### config.mk
export PLATFORM = sky130hd
export DESIGN_NAME = imusrr_ctrl
export DESIGN_NICKNAME = d
export VERILOG_FILES = /design/src/sv/imusrr_pkg.sv /design/src/sv/imusrr_ctrl.sv
export SDC_FILE = /design/constraint.sdc
export NUM_CORES = 1
export LEC_CHECK = 0
export BUFFER_PORTS_ARGS = -buffer_cell sky130_fd_sc_hd__buf_2
export CAP_MARGIN = 20
export CELL_PAD_IN_SITES_DETAIL_PLACEMENT = 1
export CELL_PAD_IN_SITES_GLOBAL_PLACEMENT = 1
export CORE_ASPECT_RATIO = 1.25
export CORE_MARGIN = 2
export CORE_UTILIZATION = 40
export CTS_BUF_LIST = sky130_fd_sc_hd__clkbuf_8
export CTS_CLUSTER_SIZE = 12
export DETAILED_ROUTE_END_ITERATION = 7
export PLACE_DENSITY_LB_ADDON = 0.1
export SETUP_SLACK_MARGIN = 0.05
export SLEW_MARGIN = 15
export SYNTH_ARGS = -nofsm -noshare
export SYNTH_HDL_FRONTEND = slang
export SYNTH_SLANG_ARGS = --single-unit
### constraint.sdc
create_clock -name clk_i -period 2.12 [get_ports clk_i]
set_clock_uncertainty 0.05 [all_clocks]
set_input_delay 0.106 -clock clk_i [delete_from_list [all_inputs] [get_ports clk_i]]
set_output_delay 0.106 -clock clk_i [all_outputs]
set_load 0.05 [all_outputs]
### src/sv/imusrr_pkg.sv
// Types, codes and helpers shared by the IMU scale/rotate/rms block
package imusrr_pkg;

  localparam logic [2:0] REG_ACC_RECIP  = 3'd0;
  localparam logic [2:0] REG_GYRO_RECIP = 3'd1;
  localparam logic [2:0] REG_MAG_RECIP  = 3'd2;
  localparam logic [2:0] REG_ROW0       = 3'd3;
  localparam logic [2:0] REG_ROW1       = 3'd4;
  localparam logic [2:0] REG_ROW2       = 3'd5;
  localparam logic [2:0] REG_EXP_SERIAL = 3'd6;

  localparam logic [2:0] SS_UPDATED = 3'd3;
  localparam logic [2:0] SS_HOLD    = 3'd4;
  localparam logic [2:0] SS_EXTRAP  = 3'd6;

  localparam logic [1:0] ST_OK     = 2'd0;
  localparam logic [1:0] ST_SERIAL = 2'd1;
  localparam logic [1:0] ST_REJECT = 2'd2;

  localparam logic [31:0] ACC_RECIP_RST  = 32'd8389;
  localparam logic [31:0] GYRO_RECIP_RST = 32'd8389;
  localparam logic [31:0] MAG_RECIP_RST  = 32'd2517212;
  localparam logic [47:0] ROW0_RST       = 48'h0000_0000_4000;
  localparam logic [47:0] ROW1_RST       = 48'h0000_4000_0000;
  localparam logic [47:0] ROW2_RST       = 48'h4000_0000_0000;

  typedef enum logic [1:0] {
    MUL_SCALE = 2'd0,
    MUL_ROT   = 2'd1,
    MUL_SQ    = 2'd2
  } mul_op_e;

  typedef struct packed {
    logic       accept;
    logic       mul_en;
    mul_op_e    mul_op;
    logic       scale_wr;
    logic       rot_acc;
    logic       sq_load;
    logic       div_step;
    logic       mean_upd;
    logic       sqrt_step;
    logic       sqrt_last;
    logic [1:0] sen;
    logic [1:0] ax;
    logic [1:0] tap;
  } cmd_t;

  typedef struct packed {
    logic reject_in;
    logic rejected;
  } stat_t;

  function automatic logic signed [31:0] sat32(input logic signed [49:0] x);
    logic signed [31:0] r;
    if (x > 50'sd2147483647) begin
      r = 32'sh7fff_ffff;
    end else if (x < -50'sd2147483648) begin
      r = 32'sh8000_0000;
    end else begin
      r = x[31:0];
    end
    return r;
  endfunction

endpackage

### src/sv/imusrr_ctrl.sv
// Sequencer for the IMU scale/rotate/rms block
module imusrr_ctrl (
  input  logic                 clk_i,
  input  logic                 rst_ni,
  input  logic                 in_valid_i,
  output logic                 in_stall_o,
  output logic                 out_valid_o,
  input  logic                 out_stall_i,
  input  imusrr_pkg::stat_t    stat_i,
  output imusrr_pkg::cmd_t     cmd_o
);

  typedef enum logic [6:0] {
    S_IDLE  = 7'b0000001,
    S_SCALE = 7'b0000010,
    S_ROT   = 7'b0000100,
    S_SQ    = 7'b0001000,
    S_DIV   = 7'b0010000,
    S_SQRT  = 7'b0100000,
    S_OUT   = 7'b1000000
  } state_e;

  state_e     state_q, state_d;
  logic       ph_q, ph_d;
  logic [1:0] sen_q, sen_d;
  logic [1:0] ax_q, ax_d;
  logic [1:0] tap_q, tap_d;
  logic [5:0] it_q, it_d;

  always_ff @(posedge clk_i or negedge rst_ni) begin
    if (!rst_ni) begin
      state_q <= S_IDLE;
      ph_q    <= 1'b0;
      sen_q   <= 2'd0;
      ax_q    <= 2'd0;
      tap_q   <= 2'd0;
      it_q    <= 6'd0;
    end else begin
      state_q <= state_d;
      ph_q    <= ph_d;
      sen_q   <= sen_d;
      ax_q    <= ax_d;
      tap_q   <= tap_d;
      it_q    <= it_d;
    end
  end

  assign in_stall_o  = (state_q != S_IDLE);
  assign out_valid_o = (state_q == S_OUT);

  always_comb begin
    state_d = state_q;
    ph_d    = ph_q;
    sen_d   = sen_q;
    ax_d    = ax_q;
    tap_d   = tap_q;
    it_d    = it_q;
    cmd_o           = '0;
    cmd_o.mul_op    = imusrr_pkg::MUL_SCALE;
    cmd_o.sen       = sen_q;
    cmd_o.ax        = ax_q;
    cmd_o.tap       = tap_q;
    unique case (state_q)
      S_IDLE: begin
        if (in_valid_i) begin
          cmd_o.accept = 1'b1;
          sen_d = 2'd0;
          ax_d  = 2'd0;
          tap_d = 2'd0;
          ph_d  = 1'b0;
          state_d = stat_i.reject_in ? S_OUT : S_SCALE;
        end
      end
      S_SCALE: begin
        if (!ph_q) begin
          cmd_o.mul_en = 1'b1;
          cmd_o.mul_op = imusrr_pkg::MUL_SCALE;
          ph_d = 1'b1;
        end else begin
          cmd_o.scale_wr = 1'b1;
          ph_d = 1'b0;
          if (ax_q == 2'd2) begin
            ax_d    = 2'd0;
            tap_d   = 2'd0;
            state_d = S_ROT;
          end else begin
            ax_d = ax_q + 2'd1;
          end
        end
      end
      S_ROT: begin
        if (!ph_q) begin
          cmd_o.mul_en = 1'b1;
          cmd_o.mul_op = imusrr_pkg::MUL_ROT;
          ph_d = 1'b1;
        end else begin
          cmd_o.rot_acc = 1'b1;
          ph_d = 1'b0;
          if (tap_q == 2'd2) begin
            tap_d = 2'd0;
            if (ax_q == 2'd2) begin
              ax_d    = 2'd0;
              state_d = S_SQ;
            end else begin
              ax_d = ax_q + 2'd1;
            end
          end else begin
            tap_d = tap_q + 2'd1;
          end
        end
      end
      S_SQ: begin
        if (!ph_q) begin
          cmd_o.mul_en = 1'b1;
          cmd_o.mul_op = imusrr_pkg::MUL_SQ;
          ph_d = 1'b1;
        end else begin
          cmd_o.sq_load = 1'b1;
          ph_d    = 1'b0;
          it_d    = 6'd63;
          state_d = S_DIV;
        end
      end
      S_DIV: begin
        cmd_o.div_step = 1'b1;
        if (it_q == 6'd0) begin
          ph_d    = 1'b0;
          state_d = S_SQRT;
        end else begin
          it_d = it_q - 6'd1;
        end
      end
      S_SQRT: begin
        if (!ph_q) begin
          cmd_o.mean_upd = 1'b1;
          ph_d = 1'b1;
          it_d = 6'd31;
        end else begin
          cmd_o.sqrt_step = 1'b1;
          if (it_q == 6'd0) begin
            cmd_o.sqrt_last = 1'b1;
            ph_d = 1'b0;
            if (ax_q == 2'd2) begin
              state_d = S_OUT;
            end else begin
              ax_d    = ax_q + 2'd1;
              state_d = S_SQ;
            end
          end else begin
            it_d = it_q - 6'd1;
          end
        end
      end
      S_OUT: begin
        if (!out_stall_i) begin
          if (stat_i.rejected || sen_q == 2'd2) begin
            state_d = S_IDLE;
          end else begin
            sen_d   = sen_q + 2'd1;
            ax_d    = 2'd0;
            tap_d   = 2'd0;
            state_d = S_SCALE;
          end
        end
      end
      default: state_d = S_IDLE;
    endcase
  end

endmodule

# == Word level (Yosys, flattened, before mapping) ==
# Index checks and enable logic that the tools add are counted.
# W data, S select, Z words.
# classes
reduce_logical,14
n_eq_ne,24
n_addsub,4
n_mux,58
# ops
cell,count
$mux W7,13
$pmux W7 S7,1
$mux W2,18
$ne A2 B2 Y1 const B,13
$mux W6,3
$pmux W6 S3,1
$mux W1,13
$mux W3,4
$reduce_and A11 Y1,1
$pmux W2 S5,1
$reduce_and A10 Y1,1
$pmux W3 S3,1
$pmux W2 S4,1
$reduce_bool A4 Y1,2
$eq A7 B1 Y1 const B,1
$eq A7 B2 Y1 const B,1
$eq A7 B3 Y1 const B,1
$eq A7 B4 Y1 const B,1
$eq A7 B5 Y1 const B,1
$eq A7 B6 Y1 const B,1
$eq A7 B7 Y1 const B,1
$ne A7 B1 Y1 const B,1
$reduce_and A7 Y1,1
$add A2 B1 Y2 const B,3
other kinds (13),15
# word_totals
word_cells,106
register_bits,20
in_bits,6
output_inout_bits,19

# == Longest topological paths before layout ==
# Gate-level depths: netlist (run 1).
# logic_depth
word_depth,5
ltp_mapped,8
depth_no_buf,7

# == Least setup slack after synthesis (run 1) ==
# OpenSTA, ideal clock, no wires.
# synth_path
path_kind,register -> register
from,register state_q[6]
to,register state_q[1]
period_less_slack_ns,2.630
slack_ns,-0.510
t_required_ns,1.945
setup_ns,0.125
n_path_buf,2
path_stages_with_launch,8
arrival_ns,2.455
path_cell_list,dfrtp_1 -> buf_2 -> nor4_1 -> nand3_1 -> nor2_1 -> or4b_1 -> buf_6 -> mux2_4
# synth_via
elab_chain_cells,3
elab_cells_between_ends,20
cone_classes,18 x eq/ne; 1 x mux; 1 x reduce/logical
# synth_lines
item,line,rtl
start: declaration,imusrr_ctrl.sv:23,"state_e state_q, state_d;"
start signal: assignment,imusrr_ctrl.sv:39,state_q <= state_d;
$eq A7 B5 Y1 (tied with other cells),imusrr_ctrl.sv:63,unique case (state_q)
$ne A2 B2 Y1 (no source line),n/a,
$reduce_and A11 Y1 (no source line),n/a,
# Several ways; a longest one is shown, not always the timed one.
# A chain may end at the register's enable or synchronous reset.

# == Worst setup path in the final report (run 1) ==
# layout_path
from,register state_q[0]
to,register state_q[1]
# Same word-level chain as after synthesis.

==> flow_summary_export.csv, run 1 <==
group,metric,value,unit
die,fp.dieH,73.6,um
setup_path,cp-start-kind,"register",
sta,rsz0062_at_grt,"true",
cells_and_area,seqCellArea,504,sq um
cells_and_area,fillers,431,
die,core,3750,sq um
setup_path,cp_slowest_cell,"dfstp_2",
cells_and_area,num_antenna_cells,0,
routing,routed_wl,6.51,mm
power_and_ir_drop,p_sw,1.80,mW
place,numPortBuffers,24,
routing,antenna_left,0,
setup_path,crit_chain,"nand3b_1 > a211oi_4 > a221oi_2 > or4b_4 > mux2_4",
sta,tightest_slew,514,ps
die,chipWidth,59.7,um
power_and_ir_drop,finalPower,3.70,mW
power_and_ir_drop,irDropWorstVdd,874,uV
logic_synthesis,syn_inst,175,
clock_tree,cts.sinks,20,
power_and_ir_drop,p_clk_share,7.6,%
grt,globalRouteTotalUtil,30.1,%
clock_tree,clock_path_buffers,2,
logic_synthesis,yosys_register_bits,20,
power_and_ir_drop,leakagePower,1.14,nW
grt,grt_max_degree,21,
sta,maxSlewHeadroom,65.8,%
power_and_ir_drop,sequentialPowerShare,16.7,%
setup_path,crit_arrival,2350,ps
die,dieArea,4400,sq um
place,place_congestion,0.826,
cells_and_area,syn2layout_area_growth,51.3,%
routing,drt_iter0_markers,59,
power_and_ir_drop,switching_share,48.7,%
power_and_ir_drop,p_int,1.90,mW
sta,setup_violations,9,
setup_path,crit_path_end_kind,"register",
cells_and_area,nets,255,
power_and_ir_drop,power_frac_comb,75.7,%
logic_synthesis,yosysWarnings,0,
clock_tree,clk_latency,270,ps
run_status,status,"finished, violations left",
die,initial_utilization,41.3,%
routing,via_count,1704,
sta,fin_ws,-113,ps
logic_synthesis,yosysSeqAreaShare,32.3,%
logic_synthesis,synthTopCellsByArea,"dfrtp_1 31%, ha_1 4.8%, nor2_1 4.8%",
setup_path,startpoint,"state_q[0]",
logic_synthesis,syn_nets,187,
logic_synthesis,synth_top_area_share,30.6,%
place,dp_hpwl,4.19,mm
clock_tree,cts_max_level,1,
clock_tree,cts_tree,"yes",
logic_synthesis,syn_area,1550,sq um
logic_synthesis,avgSynthCellArea,8.87,sq um
sta,max_freq,0.448,GHz
logic_synthesis,yosysTopAreaCell,"dfrtp_1",
sta,finalHoldViolCount,0,
clock_tree,cts_buffers,3,
setup_path,critPathTopFamily,"simple AND/OR/NAND/NOR gates",
setup_path,r2r-start,"state_q[0]",
sta,finalMaxSlewViolations,0,
setup_path,crit_buf_inv,0,
cells_and_area,multi_input_area,1130,sq um
logic_synthesis,synthFlopType,"dfrtp_1",
clock_tree,cts_root_buf,"clkbuf_8",
die,io_pins,25,
logic_synthesis,synth_edf_count,0,
sta,fin_crit_sh,105,%
place,pre_cts_ws,-37.8,ps
routing,firstDrtPassIters,4,
grt,grt_overflow,0,
job,cap_violations,0,
cells_and_area,drive_above_1_share,49.2,%
die,rows,25,
setup_path,cp_max_fo,7,
routing,wl_per_cell,23.1,um
setup_path,crit_required,2230,ps
routing,drc,0,
sta,min_period,2230,ps
setup_path,cpPeakStageDelay,630,ps
worst_hold_path,worstHoldPathType,"primary input to register",
routing,viasPerCell,6.04,
run_status,violations,"negative setup slack",
power_and_ir_drop,p_per_area,1570,nW/um^2
worst_hold_path,hold_start,"in_valid_i",
logic_synthesis,ys_types,57,
grt,grt_pass1_wl,9.52,mm
grt,first_global_vias,1826,
logic_synthesis,synth-async-reset-ratio,100,%
clock_tree,clkSlewWorstSetupHoldPaths,80,ps
setup_path,crit_type,"register to register",
grt,antenna_found_initial,0,
## metal layers
layer	vias up	global-route usage (%)	wire (um)	share of wire, %
met4	0	16.3	312	4.8
met1	854	30.9	2390	37
li1	771	-	-	-
met2	53	56.9	3620	56
met3	26	3.87	191	2.9
met5	-	0	0	0
## stage by stage
| stage | TNS, ps | hold WS [ps] | cell area, sq um | util [%] | std cells |
|---|---|---|---|---|---|
| final | -507 | 34.0 | 2350 | 62.5 | 282 |
| after floorplan | -1690 | -240 | 1590 | - | 175 |
| after global placement | 0 | 45.0 | 1960 | 52.2 | 265 |
| after global routing | -1020 | 29.0 | 2350 | 62.5 | 282 |
| after CTS | -72.4 | 10.9 | 2140 | 57.0 | 275 |
| after detailed placement | -130 | 50.4 | 1960 | 52.2 | 265 |
## cell type report
type	count	share of cell area [%]
multi-input combinational	135	48.0
timing repair buffer	74	25.1
sequential	20	21.5
tap	40	2.13
clock buffer	3	1.76
inverter	9	1.44
clock inverter	1	0.160
## state kept, by name, indices dropped and copies added, names as in the netlist
register and count:
ax_q 2, it_q 6, ph_q 1, sen_q 2, state_q 7, tap_q 2
## cells by family (layout without fill, tap and decap cells)
logic type / Yosys count / count (layout) / share of synthesized area [%]
AND/OR/NAND/NOR: 78 / 78 / 29.8
AO/OA/AOI/OAI: 42 / 42 / 19.7
flip-flops: 20 / 20 / 32.3
buffers and inverters: 20 / 87 / 7.10
adder cells (fa/ha/maj): 6 / 6 / 4.84
multiplexers: 6 / 6 / 4.60
XOR/XNOR: 3 / 3 / 1.69
## synth_stat cells, types with 4 or more instances
library cell	n
buf_2	4
nand2_1	10
o21ai_0	13
dfrtp_1	19
a21oi_1	4
a22oi_1	4
ha_1	6
nor2_1	20
nand3_1	10
and3_1	4
nor2b_1	4
inv_1	9
## cell usage in the layout (no fill, tap or decap), types with 4 or more instances in the layout
cell	instances
ha_1	5
buf_6	10
a21oi_1	4
o21ai_0	8
nand2_1	10
nand3_1	8
inv_1	8
buf_2	15
dfrtp_1	17
buf_8	4
nor2_1	16
buf_4	42
a22oi_1	4
## worst paths after layout
check                      slack [ps]  cells after the start         end
max in group asynchronous        1370                      2  state_q[5]
min in group asynchronous         280                      2    sen_q[0]
min                                30                      2  state_q[0]
max reg2reg                      -110                      5  state_q[1]
min reg2reg                       480                      1    sen_q[0]
max                              -110                      5  state_q[1]
## what timing repair did
item                                   CTS  global route
endpoints found under the hold margin   19             0
setup endpoints to repair               15            24
buffers inserted                         5             8
pin swaps                                7            14
gates cloned                             0             0
resized for setup                       24            39
hold buffers                             1             0
## power by group through the flow
stage                     sequential (mW)  combinational (mW)  clock [mW]
after floorplan                     0.643                1.33           0
after global placement              0.596                2.06           0
after detailed placement            0.609                2.16           0
after CTS                           0.606                2.33       0.278
after global routing                0.629                2.96       0.300
final                               0.619                2.80       0.280
Power figures use the tool's default switching activity.
==> run 2, diff against run 1 <==
--- a/config.mk
+++ b/config.mk
@@ -5,16 +5,16 @@
 export SDC_FILE = /design/constraint.sdc
 export NUM_CORES = 1
 export LEC_CHECK = 0
-export BUFFER_PORTS_ARGS = -buffer_cell sky130_fd_sc_hd__buf_2
 export CAP_MARGIN = 20
 export CELL_PAD_IN_SITES_DETAIL_PLACEMENT = 1
 export CELL_PAD_IN_SITES_GLOBAL_PLACEMENT = 1
 export CORE_ASPECT_RATIO = 1.25
 export CORE_MARGIN = 2
-export CORE_UTILIZATION = 40
+export CORE_UTILIZATION = 45
 export CTS_BUF_LIST = sky130_fd_sc_hd__clkbuf_8
 export CTS_CLUSTER_SIZE = 12
 export DETAILED_ROUTE_END_ITERATION = 7
+export DONT_BUFFER_PORTS = 1
 export PLACE_DENSITY_LB_ADDON = 0.1
 export SETUP_SLACK_MARGIN = 0.05
 export SLEW_MARGIN = 15
==> run 2 against run 1 <==
Net effect: the flow still finishes with violations (negative setup slack); first-iteration DRC count increased by 150%; total power rose by 1.0%; final cell count fell by 3.2%; worst setup slack worse by 93 ps; via count up 9.9%; sequential power decreased by 1%; critical path type unchanged; largest power group unchanged.
==> flow_summary_export.csv, run 2 (synthesis gave the netlist of run 1 again) <==
group,metric,value,unit
run_status,status,"finished, violations left",
run_status,violations,"negative setup slack",
routing,antenna_left,0,
die,core,3250,sq um
setup_path,crit_required,2230,ps
routing,viasPerCell,6.86,
routing,drt_iter0_markers,147,
cells_and_area,finish.utilization,71.4,%
grt,first_global_vias,1956,
clock_tree,clock_path_buffers,2,
worst_hold_path,whs_path_depth,2,
grt,grt_pass1_wl,9.95,mm
place,numPortBuffers,0,
sta,setup_tns,-1530,ps
place,dp_hpwl,4.16,mm
grt,globalRouteTotalUtil,33.2,%
sta,fin_ws,-206,ps
cells_and_area,largest_register,"state_q",
sta,tightest_slew,1050,ps
sta,finalHoldViolCount,0,
die,initial_utilization,47.7,%
clock_tree,cts_root_buf,"clkbuf_8",
sta,finalMaxSlewViolations,0,
routing,via_count,1872,
clock_tree,cts_buffers,3,
setup_path,r2r_cells,5,
sta,setup_violations,15,
grt,grt_overflow,0,
cells_and_area,final_common_cell,"buf_4",
cells_and_area,syn2layout_area_growth,49.6,%
clock_tree,cts_tree,"yes",
worst_hold_path,min_to,"state_q[6]",
setup_path,reg2reg_to,"state_q[1]",
place,place_area,1930,sq um
die,fp.dieH,69.7,um
setup_path,crit_arrival,2440,ps
routing,wl_per_cell,28.7,um
setup_path,r2r-start,"it_q[2]",
power_and_ir_drop,irDropWorstVdd,1180,uV
job,cap_violations,0,
sta,min_period,2330,ps
sta,maxSlewHeadroom,29.7,%
clock_tree,cts_max_level,1,
power_and_ir_drop,p_per_area,1610,nW/um^2
place,pre_cts_ws,-94.8,ps
cells_and_area,largest_reg_flops,7,
cells_and_area,top_regs,"state_q x7, it_q x6",
cells_and_area,fin_area,2320,sq um
sta,fin_crit_sh,110,%
routing,drc,0,
die,dieArea,3940,sq um
grt,grt_max_degree,21,
setup_path,cp-start-kind,"register",
sta,rsz0062_at_grt,"true",
setup_path,crit_type,"register to register",
routing,firstDrtPassIters,4,
die,rows,23,
clock_tree,cts.sinks,20,
cells_and_area,nets,249,
cells_and_area,drive_above_1_share,48.3,%
setup_path,r2r_slack,-210,ps
place,place_congestion,0.855,
power_and_ir_drop,leakagePower,1.10,nW
clock_tree,clk_latency,270,ps
worst_hold_path,worstHoldPathType,"primary input to register",
clock_tree,clkSlewWorstSetupHoldPaths,80,ps
setup_path,crit_path_end_kind,"register",
grt,antenna_found_initial,0,
cells_and_area,num_antenna_cells,0,
routing,routed_wl,7.84,mm
cells_and_area,mostFrequentLayoutCells,"55 x buf_4, 17 x dfrtp_1, 15 x nor2_1",
sta,max_freq,0.430,GHz
die,chipWidth,56.5,um
setup_path,cp_max_fo,4,
die,io_pins,25,
worst_hold_path,hold_start,"stat_i[1]",
## run 2: worst max-delay path by stage
stage | startpoint | end | slack, ps
after global placement | it_q[0] | state_q[1] | 7
after detailed placement | it_q[0] | state_q[1] | -90
after CTS | state_q[4] | cmd_o[8] | -70
after global routing | it_q[2] | state_q[1] | -340
final | it_q[2] | state_q[1] | -210
after floorplan | state_q[4] | tap_q[1] | -320
## run 2: per-stage QoR
stage / power [mW] / hold slack, ps / cells
floorplan: 1.97 / -240 / 175
global placement: 2.60 / -239 / 251
detailed placement: 2.72 / -239 / 251
CTS: 3.16 / 3.78 / 267
global route: 3.84 / 45.6 / 273
finish: 3.73 / 36.7 / 273
## run 2: per-layer routing
metal / vias to the layer above / share of wire [%] / global-route usage, %
met5: - / 0 / 0
met4: 0 / 7.1 / 16.1
met3: 51 / 7.3 / 2.80
met2: 153 / 52 / 62.4
met1: 904 / 33 / 36.1
li1: 764 / - / -
## run 2: power breakdown
| group | switching, mW | total (mW) | leakage [nW] | internal [mW] |
|---|---|---|---|---|
| sequential | 0.116 | 0.612 | 0.268 | 0.496 |
| clock | 0.149 | 0.279 | 0.0269 | 0.130 |
| combinational | 1.62 | 2.84 | 0.810 | 1.22 |
## run 2: cell type report
class / count / area, sq um
clock inverter: 1 / 3.75
inverter: 9 / 33.8
sequential: 20 / 504
fill: 341 / 931
timing repair buffer: 68 / 563
tap: 37 / 46.3
multi-input combinational: 135 / 1130
clock buffer: 3 / 41.3
## run 2: repair_timing
| action | CTS | global route |
|---|---|---|
| pin swaps | 6 | 14 |
| hold endpoints to repair | 22 | 0 |
| hold buffers | 3 | 0 |
| gates resized for setup | 16 | 33 |
| setup buffers | 9 | 6 |
| setup endpoints to repair | 15 | 24 |
## run 2: worst max-delay path, cell delays in order (launching register included)
cell and delay, ps:
dfrtp_1 410, nor3_2 230, nand4b_1 220, a221oi_2 410, or4b_4 560, mux2_4 320
